<file path="src/ofss_pkg.sv">
`timescale 1ns / 1ps

package ofss_pkg;

	// Storage depths of the order FIFO and the shelf stack.
	localparam int ORDER_DEPTH = 16;
	localparam int SHELF_DEPTH = 16;

	// Derived widths for indexes and occupancy counters.
	localparam int ORDER_IDX_W = (ORDER_DEPTH > 1) ? $clog2(ORDER_DEPTH) : 1;
	localparam int SHELF_IDX_W = (SHELF_DEPTH > 1) ? $clog2(SHELF_DEPTH) : 1;
	localparam int ORDER_CNT_W = $clog2(ORDER_DEPTH + 1);
	localparam int SHELF_CNT_W = $clog2(SHELF_DEPTH + 1);

	// Fixed field widths of the words.
	localparam int CMD_W   = 2;
	localparam int CODE_W  = 4;
	localparam int FILL_W  = 5;
	localparam int LIMIT_W = 5;
	localparam int CFG_IDX_W = 1;

	// Command codes.
	localparam logic [CMD_W-1:0] CMD_ORDER = 2'd0;
	localparam logic [CMD_W-1:0] CMD_MAKE  = 2'd1;
	localparam logic [CMD_W-1:0] CMD_BUY   = 2'd2;

	// Configuration register indexes.
	localparam logic [CFG_IDX_W-1:0] CFG_ORDER_LIMIT = 1'd0;
	localparam logic [CFG_IDX_W-1:0] CFG_SHELF_LIMIT = 1'd1;

	// Commands from the controller to the datapath.
	typedef struct packed {
		logic load;     // latch the incoming word
		logic single;   // execute an order, buy or no-op
		logic move;     // move one entry from FIFO head to stack top
		logic publish;  // load the result register
	} dp_cmd_t;

	// Status from the datapath to the controller.
	typedef struct packed {
		logic is_make;
		logic can_move;
		logic out_busy;
	} dp_sts_t;

	// One result word.
	typedef struct packed {
		logic              accepted;
		logic [CODE_W-1:0] bought_code;
		logic [FILL_W-1:0] moved_count;
		logic [CODE_W-1:0] head_code;
		logic              head_valid;
		logic [CODE_W-1:0] top_code;
		logic              top_valid;
		logic [FILL_W-1:0] order_fill;
		logic [FILL_W-1:0] shelf_fill;
	} result_t;

	// A limit of zero acts as one, and a limit above the depth acts as the depth.
	function automatic logic [31:0] eff_limit(input logic [LIMIT_W-1:0] lim,
			input logic [31:0] depth);
		logic [31:0] wide;
		wide = 32'(lim);
		if (wide == 32'd0) begin
			eff_limit = 32'd1;
		end else if (wide > depth) begin
			eff_limit = depth;
		end else begin
			eff_limit = wide;
		end
	endfunction

endpackage

</file>
<file path="src/ofss_if.sv">
`timescale 1ns / 1ps

// Command channel.
interface ofss_in_if;
	logic                        valid;
	logic                        ready;
	logic [ofss_pkg::CMD_W-1:0]  cmd;
	logic [ofss_pkg::CODE_W-1:0] item_code;

	modport source(output valid, cmd, item_code, input ready);
	modport sink(input valid, cmd, item_code, output ready);
endinterface

// Result channel.
interface ofss_out_if;
	logic                        valid;
	logic                        ready;
	logic                        accepted;
	logic [ofss_pkg::CODE_W-1:0] bought_code;
	logic [ofss_pkg::FILL_W-1:0] moved_count;
	logic [ofss_pkg::CODE_W-1:0] head_code;
	logic                        head_valid;
	logic [ofss_pkg::CODE_W-1:0] top_code;
	logic                        top_valid;
	logic [ofss_pkg::FILL_W-1:0] order_fill;
	logic [ofss_pkg::FILL_W-1:0] shelf_fill;

	modport source(output valid, accepted, bought_code, moved_count, head_code, head_valid,
		top_code, top_valid, order_fill, shelf_fill, input ready);
	modport sink(input valid, accepted, bought_code, moved_count, head_code, head_valid,
		top_code, top_valid, order_fill, shelf_fill, output ready);
endinterface

</file>
<file path="src/ofss_ctrl.sv">
`timescale 1ns / 1ps

module ofss_ctrl (
	input  logic              clk,
	input  logic              arst_n,
	input  logic              in_valid,
	output logic              in_ready,
	input  ofss_pkg::dp_sts_t sts,
	output ofss_pkg::dp_cmd_t cmd
);

	localparam logic [1:0] ST_IDLE = 2'd0;
	localparam logic [1:0] ST_EXEC = 2'd1;
	localparam logic [1:0] ST_MOVE = 2'd2;
	localparam logic [1:0] ST_DONE = 2'd3;

	logic [1:0] state_q;
	logic [1:0] state_d;

	// Next state and command decode.
	always_comb begin
		state_d  = state_q;
		cmd      = '0;
		in_ready = 1'b0;
		case (state_q)
			ST_IDLE: begin
				in_ready = 1'b1;
				if (in_valid) begin
					cmd.load = 1'b1;
					state_d  = ST_EXEC;
				end
			end
			ST_EXEC: begin
				if (sts.is_make) begin
					state_d = ST_MOVE;
				end else begin
					cmd.single = 1'b1;
					state_d    = ST_DONE;
				end
			end
			ST_MOVE: begin
				if (sts.can_move) begin
					cmd.move = 1'b1;
				end else begin
					state_d = ST_DONE;
				end
			end
			ST_DONE: begin
				if (!sts.out_busy) begin
					cmd.publish = 1'b1;
					state_d     = ST_IDLE;
				end
			end
			default: begin
				state_d = ST_IDLE;
			end
		endcase
	end

	// State register.
	always_ff @(posedge clk or negedge arst_n) begin
		if (!arst_n) begin
			state_q <= ST_IDLE;
		end else begin
			state_q <= state_d;
		end
	end

endmodule

</file>
<file path="src/ofss_dp.sv">
`timescale 1ns / 1ps

module ofss_dp (
	input  logic                                 clk,
	input  logic                                 arst_n,
	input  logic [ofss_pkg::CMD_W-1:0]           in_cmd,
	input  logic [ofss_pkg::CODE_W-1:0]          in_item_code,
	input  logic                                 cfg_we,
	input  logic [ofss_pkg::CFG_IDX_W-1:0]       cfg_index,
	input  logic [ofss_pkg::LIMIT_W-1:0]         cfg_wdata,
	input  ofss_pkg::dp_cmd_t                    cmd,
	output ofss_pkg::dp_sts_t                    sts,
	input  logic                                 out_ready,
	output logic                                 out_valid,
	output ofss_pkg::result_t                    res
);

	// Item storage.
	logic [ofss_pkg::CODE_W-1:0] order_store [ofss_pkg::ORDER_DEPTH];
	logic [ofss_pkg::CODE_W-1:0] shelf_store [ofss_pkg::SHELF_DEPTH];

	logic [ofss_pkg::CMD_W-1:0]       cmd_q;
	logic [ofss_pkg::CODE_W-1:0]      code_q;
	logic [ofss_pkg::ORDER_IDX_W-1:0] head_q;
	logic [ofss_pkg::ORDER_IDX_W-1:0] tail_q;
	logic [ofss_pkg::ORDER_CNT_W-1:0] order_cnt_q;
	logic [ofss_pkg::SHELF_CNT_W-1:0] shelf_cnt_q;
	logic [ofss_pkg::SHELF_CNT_W-1:0] moved_q;
	logic                             accepted_q;
	logic [ofss_pkg::CODE_W-1:0]      bought_q;
	logic [ofss_pkg::LIMIT_W-1:0]     order_limit_q;
	logic [ofss_pkg::LIMIT_W-1:0]     shelf_limit_q;
	logic                             out_valid_q;
	ofss_pkg::result_t                res_q;

	logic                             order_full;
	logic                             shelf_full;
	logic [ofss_pkg::SHELF_CNT_W-1:0] top_cnt;
	logic [ofss_pkg::SHELF_IDX_W-1:0] top_idx;
	logic [ofss_pkg::SHELF_IDX_W-1:0] push_idx;
	logic [ofss_pkg::ORDER_IDX_W-1:0] head_next;
	logic [ofss_pkg::ORDER_IDX_W-1:0] tail_next;
	logic [ofss_pkg::CODE_W-1:0]      head_code;
	logic [ofss_pkg::CODE_W-1:0]      top_code;

	// Occupancy against the effective limits.
	assign order_full = 32'(order_cnt_q) >=
		ofss_pkg::eff_limit(order_limit_q, 32'(ofss_pkg::ORDER_DEPTH));
	assign shelf_full = 32'(shelf_cnt_q) >=
		ofss_pkg::eff_limit(shelf_limit_q, 32'(ofss_pkg::SHELF_DEPTH));

	// Pointer arithmetic with circular wrap on the FIFO.
	assign top_cnt   = shelf_cnt_q - 1'b1;
	assign top_idx   = top_cnt[ofss_pkg::SHELF_IDX_W-1:0];
	assign push_idx  = shelf_cnt_q[ofss_pkg::SHELF_IDX_W-1:0];
	assign head_next = (head_q == ofss_pkg::ORDER_IDX_W'(ofss_pkg::ORDER_DEPTH - 1)) ?
		'0 : head_q + 1'b1;
	assign tail_next = (tail_q == ofss_pkg::ORDER_IDX_W'(ofss_pkg::ORDER_DEPTH - 1)) ?
		'0 : tail_q + 1'b1;
	assign head_code = order_store[head_q];
	assign top_code  = shelf_store[top_idx];

	// Status toward the controller.
	assign sts.is_make  = (cmd_q == ofss_pkg::CMD_MAKE);
	assign sts.can_move = (order_cnt_q != '0) && !shelf_full;
	assign sts.out_busy = out_valid_q && !out_ready;

	// Store writes and the latched command word.
	always_ff @(posedge clk) begin
		if (cmd.load) begin
			cmd_q  <= in_cmd;
			code_q <= in_item_code;
		end
		if (cmd.single && (cmd_q == ofss_pkg::CMD_ORDER) && !order_full) begin
			order_store[tail_q] <= code_q;
		end
		if (cmd.move) begin
			shelf_store[push_idx] <= head_code;
		end
	end

	// Pointers, counters and per-word outcome.
	always_ff @(posedge clk or negedge arst_n) begin
		if (!arst_n) begin
			head_q      <= '0;
			tail_q      <= '0;
			order_cnt_q <= '0;
			shelf_cnt_q <= '0;
			moved_q     <= '0;
			accepted_q  <= 1'b0;
			bought_q    <= '0;
		end else begin
			if (cmd.load) begin
				moved_q    <= '0;
				accepted_q <= 1'b0;
				bought_q   <= '0;
			end
			if (cmd.single) begin
				case (cmd_q)
					ofss_pkg::CMD_ORDER: begin
						if (!order_full) begin
							tail_q      <= tail_next;
							order_cnt_q <= order_cnt_q + 1'b1;
							accepted_q  <= 1'b1;
						end
					end
					ofss_pkg::CMD_BUY: begin
						if (shelf_cnt_q != '0) begin
							shelf_cnt_q <= top_cnt;
							bought_q    <= top_code;
							accepted_q  <= 1'b1;
						end
					end
					default: begin
					end
				endcase
			end
			if (cmd.move) begin
				head_q      <= head_next;
				order_cnt_q <= order_cnt_q - 1'b1;
				shelf_cnt_q <= shelf_cnt_q + 1'b1;
				moved_q     <= moved_q + 1'b1;
			end
		end
	end

	// Configuration registers.
	always_ff @(posedge clk or negedge arst_n) begin
		if (!arst_n) begin
			order_limit_q <= ofss_pkg::LIMIT_W'(16);
			shelf_limit_q <= ofss_pkg::LIMIT_W'(16);
		end else if (cfg_we) begin
			case (cfg_index)
				ofss_pkg::CFG_ORDER_LIMIT: order_limit_q <= cfg_wdata;
				ofss_pkg::CFG_SHELF_LIMIT: shelf_limit_q <= cfg_wdata;
				default: begin
				end
			endcase
		end
	end

	// Result register valid flag.
	always_ff @(posedge clk or negedge arst_n) begin
		if (!arst_n) begin
			out_valid_q <= 1'b0;
		end else if (cmd.publish) begin
			out_valid_q <= 1'b1;
		end else if (out_ready) begin
			out_valid_q <= 1'b0;
		end
	end

	// Result register payload, taken from the state after the word's work.
	always_ff @(posedge clk) begin
		if (cmd.publish) begin
			res_q.accepted    <= accepted_q;
			res_q.bought_code <= bought_q;
			res_q.moved_count <= ofss_pkg::FILL_W'(moved_q);
			res_q.head_valid  <= (order_cnt_q != '0);
			res_q.head_code   <= (order_cnt_q != '0) ? head_code : '0;
			res_q.top_valid   <= (shelf_cnt_q != '0);
			res_q.top_code    <= (shelf_cnt_q != '0) ? top_code : '0;
			res_q.order_fill  <= ofss_pkg::FILL_W'(order_cnt_q);
			res_q.shelf_fill  <= ofss_pkg::FILL_W'(shelf_cnt_q);
		end
	end

	assign out_valid = out_valid_q;
	assign res       = res_q;

endmodule

</file>
<file path="src/order_fifo_to_shelf_stack_unit.sv">
`timescale 1ns / 1ps

// Order FIFO feeding a shelf stack. Each command word (order, make, buy or the unused code) yields one
// result word with the outcome and the FIFO and stack status after the command.
// Order, buy and the unused code go from acceptance through the execute state and the done
// state to the result register; make also runs the single-entry transfer loop between the
// FIFO and the stack storage until the FIFO is empty or the stack is full. A new
// command is accepted while a finished result still waits on the result channel.
// Limits written through the configuration port apply once registered, also to a command in progress;
// a limit of zero acts as one and a limit above the depth acts as the depth.

module order_fifo_to_shelf_stack_unit (
	input  logic                             clk,
	input  logic                             arst_n,
	ofss_in_if.sink                          in_ch,
	ofss_out_if.source                       out_ch,
	input  logic                             cfg_we,
	input  logic [ofss_pkg::CFG_IDX_W-1:0]   cfg_index,
	input  logic [ofss_pkg::LIMIT_W-1:0]     cfg_wdata
);

	ofss_pkg::dp_cmd_t dp_cmd;
	ofss_pkg::dp_sts_t dp_sts;
	ofss_pkg::result_t res;

	// Sequencer.
	ofss_ctrl u_ctrl (
		.clk      (clk),
		.arst_n   (arst_n),
		.in_valid (in_ch.valid),
		.in_ready (in_ch.ready),
		.sts      (dp_sts),
		.cmd      (dp_cmd)
	);

	// Storage, counters and result register.
	ofss_dp u_dp (
		.clk          (clk),
		.arst_n       (arst_n),
		.in_cmd       (in_ch.cmd),
		.in_item_code (in_ch.item_code),
		.cfg_we       (cfg_we),
		.cfg_index    (cfg_index),
		.cfg_wdata    (cfg_wdata),
		.cmd          (dp_cmd),
		.sts          (dp_sts),
		.out_ready    (out_ch.ready),
		.out_valid    (out_ch.valid),
		.res          (res)
	);

	// Result word onto the channel.
	assign out_ch.accepted    = res.accepted;
	assign out_ch.bought_code = res.bought_code;
	assign out_ch.moved_count = res.moved_count;
	assign out_ch.head_code   = res.head_code;
	assign out_ch.head_valid  = res.head_valid;
	assign out_ch.top_code    = res.top_code;
	assign out_ch.top_valid   = res.top_valid;
	assign out_ch.order_fill  = res.order_fill;
	assign out_ch.shelf_fill  = res.shelf_fill;

endmodule

</file>
<file path="src/flat_wrapper.sv">
// flat-port wrapper written by rule: the top's interface ports become plain ports
module order_fifo_to_shelf_stack_unit_flat 
  (clk, arst_n, cfg_we, cfg_index, cfg_wdata, in_ch_valid, in_ch_cmd, in_ch_item_code, in_ch_ready, out_ch_valid, out_ch_accepted, out_ch_bought_code, out_ch_moved_count, out_ch_head_code, out_ch_head_valid, out_ch_top_code, out_ch_top_valid, out_ch_order_fill, out_ch_shelf_fill, out_ch_ready);
  ofss_in_if in_ch_i ();
  ofss_out_if out_ch_i ();
  input  logic clk;
  input  logic arst_n;
  input  logic cfg_we;
  input  logic [ofss_pkg::CFG_IDX_W-1:0] cfg_index;
  input  logic [ofss_pkg::LIMIT_W-1:0] cfg_wdata;
  input wire logic [$bits(in_ch_i.valid)-1:0] in_ch_valid;
  input wire logic [$bits(in_ch_i.cmd)-1:0] in_ch_cmd;
  input wire logic [$bits(in_ch_i.item_code)-1:0] in_ch_item_code;
  output wire logic [$bits(in_ch_i.ready)-1:0] in_ch_ready;
  output wire logic [$bits(out_ch_i.valid)-1:0] out_ch_valid;
  output wire logic [$bits(out_ch_i.accepted)-1:0] out_ch_accepted;
  output wire logic [$bits(out_ch_i.bought_code)-1:0] out_ch_bought_code;
  output wire logic [$bits(out_ch_i.moved_count)-1:0] out_ch_moved_count;
  output wire logic [$bits(out_ch_i.head_code)-1:0] out_ch_head_code;
  output wire logic [$bits(out_ch_i.head_valid)-1:0] out_ch_head_valid;
  output wire logic [$bits(out_ch_i.top_code)-1:0] out_ch_top_code;
  output wire logic [$bits(out_ch_i.top_valid)-1:0] out_ch_top_valid;
  output wire logic [$bits(out_ch_i.order_fill)-1:0] out_ch_order_fill;
  output wire logic [$bits(out_ch_i.shelf_fill)-1:0] out_ch_shelf_fill;
  input wire logic [$bits(out_ch_i.ready)-1:0] out_ch_ready;
  assign in_ch_i.valid = in_ch_valid;
  assign in_ch_i.cmd = in_ch_cmd;
  assign in_ch_i.item_code = in_ch_item_code;
  assign in_ch_ready = in_ch_i.ready;
  assign out_ch_valid = out_ch_i.valid;
  assign out_ch_accepted = out_ch_i.accepted;
  assign out_ch_bought_code = out_ch_i.bought_code;
  assign out_ch_moved_count = out_ch_i.moved_count;
  assign out_ch_head_code = out_ch_i.head_code;
  assign out_ch_head_valid = out_ch_i.head_valid;
  assign out_ch_top_code = out_ch_i.top_code;
  assign out_ch_top_valid = out_ch_i.top_valid;
  assign out_ch_order_fill = out_ch_i.order_fill;
  assign out_ch_shelf_fill = out_ch_i.shelf_fill;
  assign out_ch_i.ready = out_ch_ready;
  order_fifo_to_shelf_stack_unit u_core (.clk(clk), .arst_n(arst_n), .in_ch(in_ch_i), .out_ch(out_ch_i), .cfg_we(cfg_we), .cfg_index(cfg_index), .cfg_wdata(cfg_wdata));
endmodule
</file>
<file path="config.mk">
export PLATFORM = sky130hd
export DESIGN_NAME = order_fifo_to_shelf_stack_unit_flat
export DESIGN_NICKNAME = d
export VERILOG_FILES = /design/src/ofss_pkg.sv /design/src/ofss_if.sv /design/src/ofss_ctrl.sv /design/src/ofss_dp.sv /design/src/order_fifo_to_shelf_stack_unit.sv /design/src/flat_wrapper.sv
export SDC_FILE = /design/constraint.sdc
export NUM_CORES = 1
export LEC_CHECK = 0
export ABC_AREA = 1
export BUFFER_PORTS_ARGS = -buffer_cell sky130_fd_sc_hd__buf_4
export CAP_MARGIN = 20
export CORE_MARGIN = 8
export CORE_UTILIZATION = 40
export CTS_BUF_LIST = sky130_fd_sc_hd__clkbuf_16
export DETAILED_ROUTE_END_ITERATION = 16
export SLEW_MARGIN = 20
export SYNTH_ARGS = -nofsm -noshare
export SYNTH_HDL_FRONTEND = slang
export SYNTH_SLANG_ARGS = --single-unit
export TNS_END_PERCENT = 1
</file>
<file path="constraint.sdc">
create_clock -name clk -period 3.7 [get_ports clk]
set_input_delay 0.37 -clock clk [delete_from_list [all_inputs] [get_ports clk]]
set_output_delay 0.37 -clock clk [all_outputs]
set_load 0.02 [all_outputs]
</file>
== Word level (Yosys, flattened, before mapping) ==
Memories as Yosys holds them, arrays and structs flattened.
Cells that the tools add are included.

* Reduce and logical (&&, ||, !) cells: 25
* Muxes and demuxes: 45
* Eq/ne operators: 11
* Add/sub/neg operators: 7
* $lt $le $gt $ge: 4
* Bitwise logic cells: 2

{| class="wikitable"
|+ Operators by type and width
! cell !! count
|-
| 5-bit two-way mux || 13
|-
| 5-bit by 32-bit greater-or-equal comparator with 1-bit output || 2
|-
| 32-bit two-way mux || 1
|-
| 4-bit two-way mux || 6
|-
| 1-bit two-way mux || 20
|-
| 5-bit by 1-bit adder with 5-bit output (second input constant) || 3
|-
| 3-bit AND reduction || 4
|-
| 2-bit nonzero test || 6
|-
| 5-bit > comparator (second input constant) || 2
|-
| 5-bit logical NOT || 2
|-
| 5-bit nonzero test || 2
|-
| 5-bit by 1-bit subtractor with 5-bit output (second input constant) || 2
|-
| 4-bit by 1-bit adder with 4-bit output (second input constant) || 2
|-
| 4-bit equality test (second input constant) || 2
|-
| 2-bit one-hot mux with 4 select lines || 1
|-
| 2-bit equality test (second input constant) || 3
|-
| 2-bit two-way mux || 3
|-
| 2-bit inequality test (second input constant) || 3
|-
| 2-bit by 1-bit equality test with 1-bit output (second input constant) || 2
|-
| 1-bit logical AND || 4
|-
| 2-bit logical NOT || 2
|-
| 2-bit AND reduction || 2
|-
| 1-bit logical NOT || 3
|-
| 2-bit by 1-bit inequality test with 1-bit output (second input constant) || 1
|-
| other kinds (2) || 3
|}

* Word-level logic and storage cells: 118
* Memories kept: 2
* RAM bits: 128
* Bits in registers: 77
* Bits of input ports: 17
* Output and inout port bits: 32

{| class="wikitable"
|+ Memory list
! memory !! depth !! bits a word !! rd ports !! clocked after memory_dff !! wr ports !! RTL line !! text
|-
| u_core.u_dp.order_store || 16 || 4 || 1 || 0 || 1 || ofss_dp.sv:19 || <nowiki>logic [ofss_pkg::CODE_W-1:0] order_store [ofss_pkg::ORDER_DEPTH];</nowiki>
|-
| u_core.u_dp.shelf_store || 16 || 4 || 1 || 0 || 1 || ofss_dp.sv:20 || <nowiki>logic [ofss_pkg::CODE_W-1:0] shelf_store [ofss_pkg::SHELF_DEPTH];</nowiki>
|}

== Logic depth before layout (Yosys ltp) ==
Gate-level depths: netlist of the first run.

* Depth after elaboration: 10
* Depth in mapped cells: 22
* Gate-level depth less buffers: 21

== Hierarchy ==
From an unflattened synthesis of the first run, not the netlist that was laid out.

* Cell total of the unflattened synthesis: 788
* Area total of the unflattened synthesis: 9013.6 um^2

{| class="wikitable"
|+ Modules (own cells, without submodules)
! module !! instances !! cells each !! seq. area each (um^2) !! area each (um^2)
|-
| ofss_dp || 1 || 754 || 5903.2 || 8799.7
|-
| ofss_ctrl || 1 || 34 || 50.0 || 214.0
|}

== Least setup slack after synthesis of the first run ==
Ideal clock, no wire load.

* Path kind: flip-flop to flip-flop
* Start: reg u_core.u_dp.shelf_limit_q[0] in the netlist's numbering
* End: reg u_core.u_dp.order_cnt_q[4] in the netlist's numbering
* Required time: 3.587 ns
* Data arrival time: 2.863 ns
* Setup time: 0.113 ns
* Buffers on the path: 1
* Setup slack: 0.724 ns
* Stages on the path, launching flop included: 22
* Clock period less this slack: 2.976 ns
* Cell sequence: dfrtp_1 > or4_1 > nand2_1 > nand2_1 > ha_1 > nand2_1 > inv_2 > nand2_1 > nand2_1 > nand2_1 > nand4_4 > nor2_8 > buf_4 > ha_1 > a21oi_1 > nand2_1 > nand3_1 > o21ai_0 > nand2_1 > nand2_1 > nand2_1 > inv_1

{| class="wikitable"
|+ RTL lines
! what !! RTL line !! text
|-
| from (decl) || ofss_dp.sv:32 || <nowiki>logic [ofss_pkg::LIMIT_W-1:0] shelf_limit_q;</nowiki>
|-
| from (signal assigned) || ofss_dp.sv:131 || <nowiki>shelf_limit_q <= ofss_pkg::LIMIT_W'(16);</nowiki>
|-
| from (signal assigned) || ofss_dp.sv:135 || <nowiki>ofss_pkg::CFG_SHELF_LIMIT: shelf_limit_q <= cfg_wdata;</nowiki>
|-
| to (signal assigned) || ofss_dp.sv:103 || <nowiki>order_cnt_q <= order_cnt_q + 1'b1;</nowiki>
|-
| to (signal assigned) || ofss_dp.sv:120 || <nowiki>order_cnt_q <= order_cnt_q - 1'b1;</nowiki>
|-
| to (decl) || ofss_dp.sv:26 || <nowiki>logic [ofss_pkg::ORDER_CNT_W-1:0] order_cnt_q;</nowiki>
|}

== Worst setup path in the final report of the first run ==
* Start: reg u_core.u_dp.shelf_limit_q[0] in the netlist's numbering
* End: mem u_core.u_dp.shelf_store[11][3] in the netlist's numbering (enable)

* Word-level cells in the longest chain between the ends: 10
* Elaborated cells on any way between the ends: 11
* Classes of those cells: order compare: 2; mux: 6; reduce/logical: 3

{| class="wikitable"
|+ RTL lines
! what !! RTL line !! text
|-
| 5-bit > comparator || ofss_pkg.sv:66 || <nowiki>end else if (wide > depth) begin</nowiki>
|-
| 5-bit two-way mux || ofss_pkg.sv:66 ||
|-
| 5-bit two-way mux * || ofss_pkg.sv:64 || <nowiki>if (wide == 32'd0) begin</nowiki>
|-
| 5-bit by 32-bit greater-or-equal comparator with 1-bit output * || ofss_dp.sv:49 || <nowiki>assign shelf_full = 32'(shelf_cnt_q) >=</nowiki>
|-
| 1-bit logical NOT * || ofss_dp.sv:65 || <nowiki>assign sts.can_move = (order_cnt_q != '0) && !shelf_full;</nowiki>
|-
| 1-bit logical AND * || ofss_dp.sv:65 ||
|-
| 1-bit two-way mux * || ofss_ctrl.sv:42 || <nowiki>if (sts.can_move) begin</nowiki>
|-
| 1-bit two-way mux * || ofss_ctrl.sv:25 || <nowiki>case (state_q)</nowiki>
|-
| 1-bit two-way mux * || ofss_dp.sv:77 || <nowiki>if (cmd.move) begin</nowiki>
|-
| 1-bit two-way mux (implied by the code) * || ofss_dp.sv:78 || <nowiki>shelf_store[push_idx] <= head_code;</nowiki>
|-
| to (decl) || ofss_dp.sv:20 ||
|}

Mark *: on every way between the ends. The rest lies on a longest branch, timed or not.

==> run_results.csv, run 1 <==
group,metric,value,unit
synth,synth_xor_area_frac,0.0136,
sta,finClkSkew,22.9,ps
flow_run,cap_violations,0,
pwr,power_density,861,nW/um2
setup_path,cp-end-kind,"flip-flop",
clock_network,cts_buffers,23,
cells_and_area,finalInstanceArea,10200,um2
global_routing,gr-total-overflow,0,
setup_path,r2r_cells,13,
sta,hold_ws,48.5,ps
sta,setup_viol_count_final,0,
sta,rsz0062_at_grt,"no",
placement,place_hpwl,12600,um
routing,drt-vias-per-instance,5.01,
cells_and_area,fin_nets,873,
synth,synth_warnings,0,
clock_network,cts_sinks,205,
clock_network,cts_tree,"done",
cells_and_area,area_growth,15.5,%
placement,dp_cells,1080,
floorplan,die_w,165,um
cells_and_area,antennaDiodeCount,0,
synth,synth_flop_cell,"edfxtp_1",
placement,port_buffers,48,
setup_path,worst_ep_required_time,3850,ps
hold_path,hold_path.class,"in -> reg",
pwr,leakagePower,3.95,nW
placement,place_congestion,0.773,
clock_network,cts_root_buf,"clkbuf_16",
placement,postPlaceCellArea,9490,um2
sta,max_slew_margin,0.524,
routing,drt_iter0_drc,466,
synth,synthAdderAreaFrac,0.0418,
clock_network,clk_path_buf_depth,3,
synth,synth_compound_gate_area_share,0.0976,
synth,synth_edf_count,164,
floorplan,rows,54,
routing,firstDrtPassIters,5,
global_routing,antenna_found_initial,0,
cells_and_area,layout.cells.non_filler,1124,
floorplan,die_area,27200,um2
synth,syn_area_per_cell,11.5,um2
cells_and_area,fillers,2001,
pwr,ir_drop,482,uV
floorplan,io_pins,49,
setup_path,crit_path_start_kind,"flip-flop",
outcome,status,"complete, no violations",
synth,synthMuxAreaShare,0,
routing,antenna_left,0,
routing,wire_per_inst,16.5,um
synth,syn_inst,773,
floorplan,fp.dieH,165,um
routing,via_count,5628,
clock_network,path_clk_slew,60,ps
sta,slew_viol_final,0,
setup_path,crit_arrival,3250,ps
synth,ys_seq_area_frac,0.672,
clock_network,clk_latency,510,ps
sta,finalSetupTns,0,ps
synth,netlist_area,8860,um2
synth,async_flop_share,0.200,
global_routing,grt_max_degree,42,
sta,period_minus_slack,3090,ps
sta,tightest_slew,710,ps
pwr,total_power,8.80,mW
global_routing,grt_use_total,0.139,
routing,drcViolationCount,0,
synth,synth_seq_cells,205,
clock_network,htree_levels,1,
synth,synth-simple-area-share,0.133,
synth,synth_nets,819,
sta,fmax,0.323,GHz
routing,drt_wl_total,18500,um
setup_path,worstPathMaxFanout,20,
floorplan,core-area,21800,um2
synth,synth_top_family_by_area,"simple AND/OR/NAND/NOR gates",
hold_path,min_path_cells,1,
floorplan,start_util,0.407,
clock_network,cts_setup_buffers,0,
setup_path,crit_type,"reg -> reg",
sta,min_period_over_period,0.836,
synth,synth.distinct_cells,36,
global_routing,grt_pass1_vias,5597,
cells_and_area,drive_gt1_frac,0.130,
global_routing,grt_first_pass_wirelength,29800,um
sta,finalHoldViolations,0,
layout make-up:
class | count | area [um2] | area share
clock buffer | 23 | 576 | 0.0563
sequential | 205 | 5950 | 0.582
timing repair buffer | 58 | 458 | 0.0448
inverter | 60 | 225 | 0.0220
clock inverter | 19 | 125 | 0.0122
tap | 280 | 350 | 0.0343
multi-input combinational | 479 | 2540 | 0.248
placed cells by master, fill, tap and decap left out, drive strengths merged, types with 2 or more instances in the layout:
master,n
a21oi,11
buf,57
clkbuf,23
clkinv,5
clkinvlp,2
dfrtp,39
dfstp,2
edfxtp,164
ha,28
inv,71
nand2,99
nand3,30
nand4,4
nor2,137
nor3,6
o211ai,18
o21ai,111
o221ai,2
o22ai,15
or4,2
xor2,11
layer usage:
layer | wire (um) | share of wire | global-route usage | vias to the layer above
met3 | 1010 | 0.054 | 0.0217 | 22
met5 | 0 | 0 | 0 | -
met2 | 9130 | 0.49 | 0.241 | 131
li1 | - | - | - | 2811
met4 | 358 | 0.019 | 0.0332 | 0
met1 | 8030 | 0.43 | 0.180 | 2664
metrics by stage:
step / utilization / setup WS, ps
2_1_floorplan: - / 724
3_3_place_gp: 0.436 / 670
3_5_place_dp: 0.436 / 611
4_1_cts: 0.469 / 599
5_1_grt: 0.470 / 338
6_report: 0.470 / 608
cell families after synthesis:
family / Yosys count
buffers and inverters: 89
DFF: 205
and+or+nand+nor: 280
AOI/OAI and AO/OA: 158
adders and majority gates: 29
xor gates and xnor gates: 12
state kept, by name, summed over array words and instances (netlist names), 2 cells and up:
signal                     cells
u_core.u_dp.bought_q           4
u_core.u_dp.code_q             4
u_core.u_dp.order_cnt_q        5
u_core.u_ctrl.state_q          2
u_core.u_dp.shelf_cnt_q        5
u_core.u_dp.cmd_q              2
u_core.u_dp.order_store       64
u_core.u_dp.moved_q            5
u_core.u_dp.shelf_store       64
u_core.u_dp.order_limit_q      5
u_core.u_dp.shelf_limit_q      5
u_core.u_dp.tail_q             4
u_core.u_dp.res               30
u_core.u_dp.head_q             4
power breakdown:
| part | internal [mW] | switching, mW |
|---|---|---|
| Sequential | 3.17 | 0.309 |
| Combinational | 1.06 | 2.18 |
| Clock | 1.20 | 0.883 |
| Total | 5.43 | 3.38 |
path summary, 6_finish.rpt:
| path | slack (ps) | endpoint | from |
|---|---|---|---|
| max in group asynchronous | 2910 | u_core.u_dp.bought_q[3]$_DFF_PN0_ | arst_n |
| hold / removal | 50 | u_core.u_dp.cmd_q[0]$_DFFE_PP_ | in_ch_cmd[0] |
| setup / recovery | 610 | u_core.u_dp.shelf_store[11][3]$_DFFE_PP_ | u_core.u_dp.shelf_limit_q[0]$_DFFE_PN0P_ |
| setup reg to reg | 610 | u_core.u_dp.shelf_store[11][3]$_DFFE_PP_ | u_core.u_dp.shelf_limit_q[0]$_DFFE_PN0P_ |
| hold reg to reg | 450 | u_core.u_dp.res[26]$_DFFE_PP_ | u_core.u_dp.bought_q[1]$_DFF_PN0_ |
| min in group asynchronous | 390 | u_core.u_dp.tail_q[0]$_DFFE_PN0P_ | arst_n |
timing repair:
| item | in CTS | in global routing |
|---|---|---|
| endpoints found under the hold margin | 39 | 0 |
| gates resized for setup | 0 | 0 |
| hold buffers | 1 | 0 |
| endpoints found under the setup margin | 0 | 0 |
worst max-delay path, stage by stage, from the launching register on:
cell	delay, ps
dfrtp_1	400
or4_1	540
nand2_1	110
nand2_1	70
ha_1	290
nand2_1	70
nand2_1	40
nand2_1	50
nand2_1	40
nand2_1	90
nand4_4	120
nor2_8	210
inv_2	220
nor3_1	470
cell usage after synthesis, types with 3 or more instances:
library cell | count | area share
o22ai_1 | 15 | 0.011
a21oi_1 | 11 | 0.0062
nor2_1 | 134 | 0.057
buf_4 | 3 | 0.0025
nand2_1 | 97 | 0.041
clkbuf_2 | 3 | 0.0017
nand3_1 | 30 | 0.017
buf_2 | 14 | 0.0079
xor2_1 | 10 | 0.0099
inv_2 | 10 | 0.0042
dfrtp_1 | 39 | 0.11
ha_1 | 28 | 0.040
edfxtp_1 | 164 | 0.56
o21ai_1 | 14 | 0.0079
o21ai_0 | 97 | 0.055
o211ai_1 | 18 | 0.015
nor3_1 | 6 | 0.0034
clkbuf_1 | 8 | 0.0034
inv_1 | 50 | 0.021
No activity file was read; power rests on OpenSTA's default activity.
==> run 2, diff against run 1 <==
--- a/config.mk
+++ b/config.mk
@@ -5,7 +5,7 @@
 export SDC_FILE = /design/constraint.sdc
 export NUM_CORES = 1
 export LEC_CHECK = 0
-export ABC_AREA = 1
+export ABC_AREA = 0
 export BUFFER_PORTS_ARGS = -buffer_cell sky130_fd_sc_hd__buf_4
 export CAP_MARGIN = 20
 export CORE_MARGIN = 8
==> constraint.sdc (replaced) <==
create_clock -name clk -period 2.7 [get_ports clk]
set_input_delay 0.27 -clock clk [delete_from_list [all_inputs] [get_ports clk]]
set_output_delay 0.27 -clock clk [all_outputs]
set_load 0.02 [all_outputs]
==> run 2 against run 1 <==
- the flow now finishes with violations (setup timing)
- critical path depth rose by 1
- flip-flop and latch count stayed put
- core utilization rose by 1.6 points
- synthesized area decreased by 2.3%
- combinational power up 49%
- clock power up 48%
- via count is 16% lower
- first-iteration DRC count fell by 37%
- register-to-register slack worse by 640 ps
- design area increased by 2.5%
- hold slack worse by 21 ps
- global-route usage fell by 0.65 points
==> run_results.csv, run 2 <==
group,metric,value,unit
outcome,status,"finished, violations left",
outcome,violations,"setup timing",
routing,drt_iter0_drc,293,
pwr,leakagePower,3.90,nW
synth,netlist_area,8650,um2
sta,min_period_over_period,1.01,
clock_network,cts_setup_buffers,0,
pwr,total_power,12.8,mW
setup_path,cp-end-kind,"flip-flop",
sta,setup_viol_count_final,22,
sta,max_slew_margin,0.560,
floorplan,start_util,0.402,
floorplan,die_w,163,um
cells_and_area,final_common_cell,"edfxtp_1",
synth,ys_top_cells_by_count,"164 x edfxtp_1, 39 x dfrtp_1, 36 x nand2_1",
sta,period_minus_slack,2730,ps
clock_network,cts_buffers,21,
pwr,power_density,1220,nW/um2
sta,fin_ws,-33.2,ps
synth,syn_area_per_cell,16.2,um2
cells_and_area,antennaDiodeCount,0,
clock_network,cts_sinks,205,
routing,drt_wl_total,17600,um
setup_path,crit_arrival,3150,ps
sta,finalHoldViolations,0,
clock_network,clk_path_buf_depth,3,
setup_path,max_stage_delay,390,ps
hold_path,hold_path.class,"in -> reg",
routing,drt-vias-per-instance,5.14,
sta,rsz0062_at_grt,"yes",
routing,wire_per_inst,19.1,um
synth,synth.distinct_cells,50,
setup_path,worstPathMaxFanout,5,
cells_and_area,fillers,1810,
setup_path,crit_top_cell,"nor2_1",
global_routing,antenna_found_initial,0,
sta,slew_viol_final,0,
pwr,power.switching,4.30,mW
placement,place_congestion,0.769,
setup_path,cpMaxStageDelayCell,"a2111o_1",
placement,port_buffers,48,
synth,synth_nets,580,
routing,via_count,4732,
sta,hold_ws,27.6,ps
synth,synth_warnings,0,
floorplan,rows,54,
pwr,p_int,8.46,mW
routing,drcViolationCount,0,
synth,ys_seq_area_frac,0.688,
synth,synth.top_cell.area_share,0.569,
placement,place_ws,-107,ps
sta,fmax,0.366,GHz
pwr,power_frac_seq,0.380,
global_routing,grt_pass1_vias,4930,
synth,syn_inst,534,
routing,firstDrtPassIters,4,
pwr,p_sw_frac,0.337,
floorplan,core-area,21600,um2
clock_network,clk_latency,490,ps
cells_and_area,drive_gt1_frac,0.315,
synth,synth_seq_cells,205,
global_routing,gr-total-overflow,0,
setup_path,crit_path_start_kind,"flip-flop",
synth,synth_edf_count,164,
clock_network,cts_root_buf,"clkbuf_16",
cells_and_area,layout_common_cells,"164 x edfxtp_1, 81 x buf_4, 39 x dfrtp_1",
pwr,ir_drop,629,uV
synth,synth_top_area_cell,"edfxtp_1",
cells_and_area,fin_nets,673,
synth,async_flop_share,0.200,
pwr,p_comb_frac,0.378,
global_routing,grt_max_degree,42,
synth,synth_most_common_cell,"edfxtp_1",
clock_network,cts_tree,"done",
flow_run,cap_violations,0,
setup_path,worst_ep_required_time,3120,ps
cells_and_area,regArea,5950,um2
setup_path,path_cells,"nor3_2 -> nor2_1 -> nor2_1 -> ha_1 -> nand2b_4 -> a2111o_1 -> a31o_4 -> inv_6 -> ha_4 -> a21o_1 -> a21oi_2 -> a311oi_2 -> mux2i_1 -> xnor2_1",
synth,synth_flop_cell,"edfxtp_1",
floorplan,fp.dieH,163,um
placement,place_hpwl,12400,um
setup_path,crit_type,"reg -> reg",
cells_and_area,multi_input_area,2630,um2
synth,synth_area_leaders,"edfxtp_1 57%, dfrtp_1 11%, mux4_2 7.3%, ha_1 4.0%, mux2_2 2.1%",
sta,tightest_slew,655,ps
clock_network,path_clk_slew,60,ps
sta,finClkSkew,15.0,ps
clock_network,htree_levels,1,
routing,antenna_left,0,
global_routing,grt_first_pass_wirelength,27700,um
pwr,clockPowerShare,0.242,
cells_and_area,area_growth,21.2,%
floorplan,io_pins,49,
floorplan,die_area,26600,um2
global_routing,grt_use_total,0.133,
[run 2: cell count changes after synthesis, moves of 19 or more]
cell     change
nor2_1     -103
o21ai_0     -82
nand2_1     -61
inv_1       -34
mux4_2      +28
nand3_1     -19
[run 2: critical path, delay by kind of cell, from the launching register on]
family	cells	cell delay (ps)
AO/OA/AOI/OAI	5	1010
AND/OR/NAND/NOR	4	440
adder cells (fa/ha/maj)	2	430
flip-flops	1	380
multiplexers	1	190
XOR/XNOR	1	130
buffers and inverters	1	90
[run 2: repair_timing]
action / in CTS / in global routing
setup endpoints to repair: 60 / 118
hold buffers: 7 / 0
pin swaps: 1 / 2
resized for setup: 9 / 17
endpoints found under the hold margin: 45 / 0
[run 2: final cells by class]
type | count | share of cell area
clock buffer | 22 | 0.0525
clock inverter | 15 | 0.0187
tap | 280 | 0.0334
multi-input combinational | 291 | 0.250
inverter | 17 | 0.00680
timing repair buffer | 91 | 0.0704
sequential | 205 | 0.568
[run 2: layer usage]
| layer | vias up | wire, um | global-route usage |
|---|---|---|---|
| met1 | 2372 | 7670 | 0.177 |
| met2 | 110 | 8810 | 0.221 |
| met4 | 0 | 319 | 0.0363 |
| met5 | - | 0 | 0 |
| li1 | 2227 | - | - |
| met3 | 23 | 798 | 0.0199 |
[run 2: logic make-up (layout without fill, tap and decap cells)]
logic type | count (synthesis) | after routing | share of synthesized area
compound gates | 59 | 59 | 0.0450
xor+xnor | 14 | 14 | 0.0150
fa+ha+maj | 29 | 29 | 0.0428
buf+inv | 38 | 145 | 0.0188
flops | 205 | 205 | 0.688
mux | 61 | 61 | 0.114
simple gates | 128 | 128 | 0.0766
[run 2: metrics by stage]
stage / std cells / setup TNS, ps / area [um2] / utilization
2_1_floorplan: 534 / -377 / 8690 / -
3_3_place_gp: 877 / -2100 / 9600 / 0.445
3_5_place_dp: 877 / -2320 / 9600 / 0.445
4_1_cts: 921 / -466 / 10400 / 0.484
5_1_grt: 921 / -9190 / 10500 / 0.486
6_report: 921 / -222 / 10500 / 0.486
[run 2: power by group through the flow]
stage | Clock (mW) | Combinational (mW) | Sequential (mW)
after CTS | 3.15 | 4.86 | 4.85
after detailed placement | 0 | 4.82 | 4.92
after global placement | 0 | 4.72 | 4.90
after floorplan | 0 | 2.93 | 5.01
after global routing | 3.25 | 5.29 | 4.91
final | 3.09 | 4.82 | 4.85
[run 2: final timing paths]
path / from / to / slack [ps] / cells past startpoint
setup / recovery: u_core.u_dp.shelf_limit_q[3]$_DFFE_PN0P_ / u_core.u_dp.order_cnt_q[4]$_DFFE_PN0P_ / -30 / 14
hold / removal: cfg_wdata[3] / u_core.u_dp.order_limit_q[3]$_DFFE_PN0P_ / 30 / 2
setup reg to reg: u_core.u_dp.shelf_limit_q[3]$_DFFE_PN0P_ / u_core.u_dp.order_cnt_q[4]$_DFFE_PN0P_ / -30 / 14
hold reg to reg: u_core.u_dp.bought_q[3]$_DFF_PN0_ / u_core.u_dp.res[28]$_DFFE_PP_ / 450 / 0
max in group asynchronous: arst_n / u_core.u_dp.moved_q[4]$_DFFE_PN0P_ / 2000 / 2
min in group asynchronous: arst_n / u_core.u_dp.out_valid$_DFFE_PN0P_ / 310 / 2
==> run 3, diff against run 2 <==
--- a/config.mk
+++ b/config.mk
@@ -12,6 +12,7 @@
 export CORE_UTILIZATION = 40
 export CTS_BUF_LIST = sky130_fd_sc_hd__clkbuf_16
 export DETAILED_ROUTE_END_ITERATION = 16
+export GPL_TIMING_DRIVEN = 0
 export SLEW_MARGIN = 20
 export SYNTH_ARGS = -nofsm -noshare
 export SYNTH_HDL_FRONTEND = slang
==> constraint.sdc (replaced) <==
create_clock -name clk -period 2.7 [get_ports clk]
set_input_delay 0.27 -clock clk [delete_from_list [all_inputs] [get_ports clk]]
set_output_delay 0.27 -clock clk [all_outputs]
set_load 0.005 [all_outputs]
==> run 3 against run 2 <==
- the flow still finishes with violations (setup timing)
- clock skew is 3.7 ps lower
- power is 4.8% lower
- combinational power is 5.4% lower
- flip-flop and latch count stayed put
- first-iteration DRC count is 24% lower
- design area is 1.6% lower
- clock power is 12% lower
- critical path depth is 2 higher
- critical endpoint unchanged
- largest cell class unchanged
==> run_results.csv, run 3 (same netlist as run 2, synthesis figures left out) <==
group,metric,value,unit
clock_network,cts_tree,"done",
clock_network,cts_root_buf,"clkbuf_16",
placement,port_buffers,48,
placement,postPlaceCellArea,9440,um2
setup_path,critPathTopFamily,"compound AO/OA/AOI/OAI gates",
setup_path,cp-end-kind,"flip-flop",
routing,wire_per_inst,19.3,um
setup_path,max_stage_delay,400,ps
sta,period_minus_slack,3070,ps
cells_and_area,drive_gt1_frac,0.279,
setup_path,worst_ep_required_time,3120,ps
clock_network,htree_levels,1,
setup_path,r2r_cells,16,
floorplan,start_util,0.402,
setup_path,crit_arrival,3490,ps
global_routing,grt_max_degree,42,
clock_network,path_clk_slew,60,ps
cells_and_area,finalInstanceArea,10300,um2
clock_network,cts_buffers,21,
sta,min_period_over_period,1.14,
clock_network,clk_path_buf_depth,3,
routing,via_count,4820,
global_routing,grt_first_pass_wirelength,27800,um
sta,finalHoldViolations,0,
setup_path,crit_type,"reg -> reg",
routing,firstDrtPassIters,5,
hold_path,min_path_cells,2,
global_routing,antenna_found_initial,0,
cells_and_area,fillers,1795,
flow_run,cap_violations,0,
setup_path,path_cells,"nor3_2 -> nor2_1 -> nor2_1 -> ha_1 -> nand2b_4 -> a2111o_1 -> a31o_4 -> inv_4 -> buf_12 -> buf_12 -> ha_4 -> a21o_1 -> a21oi_2 -> a311oi_1 -> mux2i_1 -> xnor2_1",
floorplan,fp.dieH,163,um
setup_path,critical_path_depth,16,
floorplan,io_pins,49,
cells_and_area,final_common_cell,"edfxtp_1",
cells_and_area,area_growth,19.2,%
global_routing,gr-total-overflow,0,
floorplan,die_w,163,um
outcome,violations,"setup timing",
global_routing,grt_pass1_vias,4976,
routing,drt_wl_total,17800,um
sta,fmax,0.326,GHz
hold_path,hold_start,"cfg_wdata[1]",
setup_path,worstPathMaxFanout,5,
sta,slew_viol_final,0,
routing,drt-vias-per-instance,5.24,
setup_path,crit_path_start_kind,"flip-flop",
cells_and_area,antennaDiodeCount,0,
hold_path,hold_path.class,"in -> reg",
setup_path,cpMaxStageDelayCell,"a2111o_1",
sta,fin_ws,-371,ps
routing,antenna_left,0,
sta,finClkSkew,11.3,ps
cells_and_area,final_core_util,0.479,
pwr,ir_drop,704,uV
sta,max_slew_margin,0.499,
floorplan,core-area,21600,um2
setup_path,setup.worst_path.start,"u_core.u_dp.shelf_limit_q[1]$_DFFE_PN0P_",
clock_network,clk_latency,500,ps
pwr,leakagePower,3.82,nW
setup_path,path_buf_inv,3,
floorplan,die_area,26600,um2
floorplan,rows,54,
sta,rsz0062_at_grt,"yes",
setup_path,reg2reg_from,"u_core.u_dp.shelf_limit_q[1]$_DFFE_PN0P_",
cells_and_area,layout_common_cells,"164 x edfxtp_1, 60 x buf_4, 37 x dfrtp_1",
cells_and_area,fin_nets,670,
sta,tightest_slew,746,ps
clock_network,cts_sinks,205,
pwr,power_density,1180,nW/um2
placement,place_hpwl,12500,um
global_routing,grt_use_total,0.133,
routing,drt_iter0_drc,223,
routing,drcViolationCount,0,
sta,setup_viol_count_final,128,
placement,place_congestion,0.802,
outcome,status,"finished, violations left",
==> run 3: changes by cell type in the layout (fill, tap and decap cells not counted), sizes merged <==
cell,previous run,this run
buf,84,70
clkbuf,22,32
clkinv,4,10
bufinv,4,1
clkinvlp,3,1
dlygate4sd3,7,8
==> run 3: layer usage <==
metal  routed length [um]  track usage
met5                    0            0
met4                  436       0.0396
met3                  667       0.0212
met2                 8740        0.223
met1                 7920        0.176
==> run 3: stage by stage <==
step / setup WS, ps / hold slack [ps] / cells / total power, mW / setup TNS, ps
CTS: -418 / 2.73 / 918 / 12.2 / -23180
floorplan: -179 / -25.6 / 534 / 7.73 / -377
global placement: -822 / 287 / 862 / 9.05 / -76740
global route: -547 / 11.5 / 919 / 12.8 / -39990
finish: -371 / 21.1 / 919 / 12.1 / -20010
detailed placement: -645 / 292 / 866 / 9.28 / -36560
==> run 3: final timing paths <==
path | end | slack, ps
max | u_core.u_dp.order_cnt_q[4]$_DFFE_PN0P_ | -370
min | u_core.u_dp.shelf_limit_q[1]$_DFFE_PN0P_ | 20
max reg2reg | u_core.u_dp.order_cnt_q[4]$_DFFE_PN0P_ | -370
min reg2reg | u_core.u_dp.res[28]$_DFFE_PP_ | 450
max in group asynchronous | u_core.u_dp.shelf_cnt_q[0]$_DFFE_PN0P_ | 1990
min in group asynchronous | u_core.u_dp.bought_q[0]$_DFF_PN0_ | 300
==> run 3: cell type report <==
| class | count | area [um2] | share of cell area |
|---|---|---|---|
| flip-flops and latches | 205 | 5960 | 0.577 |
| multi-input cells | 291 | 2630 | 0.255 |
| plain buffers | 21 | 143 | 0.0138 |
| clock inverters | 16 | 97.6 | 0.00946 |
| clock buffers | 22 | 551 | 0.0534 |
| inverters | 17 | 68.8 | 0.00667 |
| repair buffers | 67 | 523 | 0.0507 |
| well taps | 280 | 350 | 0.0340 |
==> run 3: worst register-to-register path: stages (launching register included) <==
cell      delay (ps)
dfrtp_1          380
nor3_2           180
nor2_1            60
nor2_1           110
ha_1             230
nand2b_4         140
a2111o_1         400
a31o_4           250
inv_4             70
buf_12           100
buf_12           110
ha_4             210
a21o_1           170
a21oi_2          210
a311oi_1          60
mux2i_1          190
xnor2_1          140
==> run 3: repair_timing <==
| item | CTS | global route |
|---|---|---|
| endpoints found under the hold margin | 46 | 0 |
| pin swaps | 8 | 5 |
| setup endpoints to repair | 145 | 145 |
| gates resized for setup | 26 | 6 |
| hold buffers | 8 | 0 |
| buffers inserted | 6 | 1 |
==> run 3: report_power, final <==
part | switching [mW] | leakage (nW) | internal [mW]
sequential | 0.414 | 1.99 | 4.44
clock | 1.16 | 0.326 | 1.57
combinational | 2.51 | 1.51 | 2.05
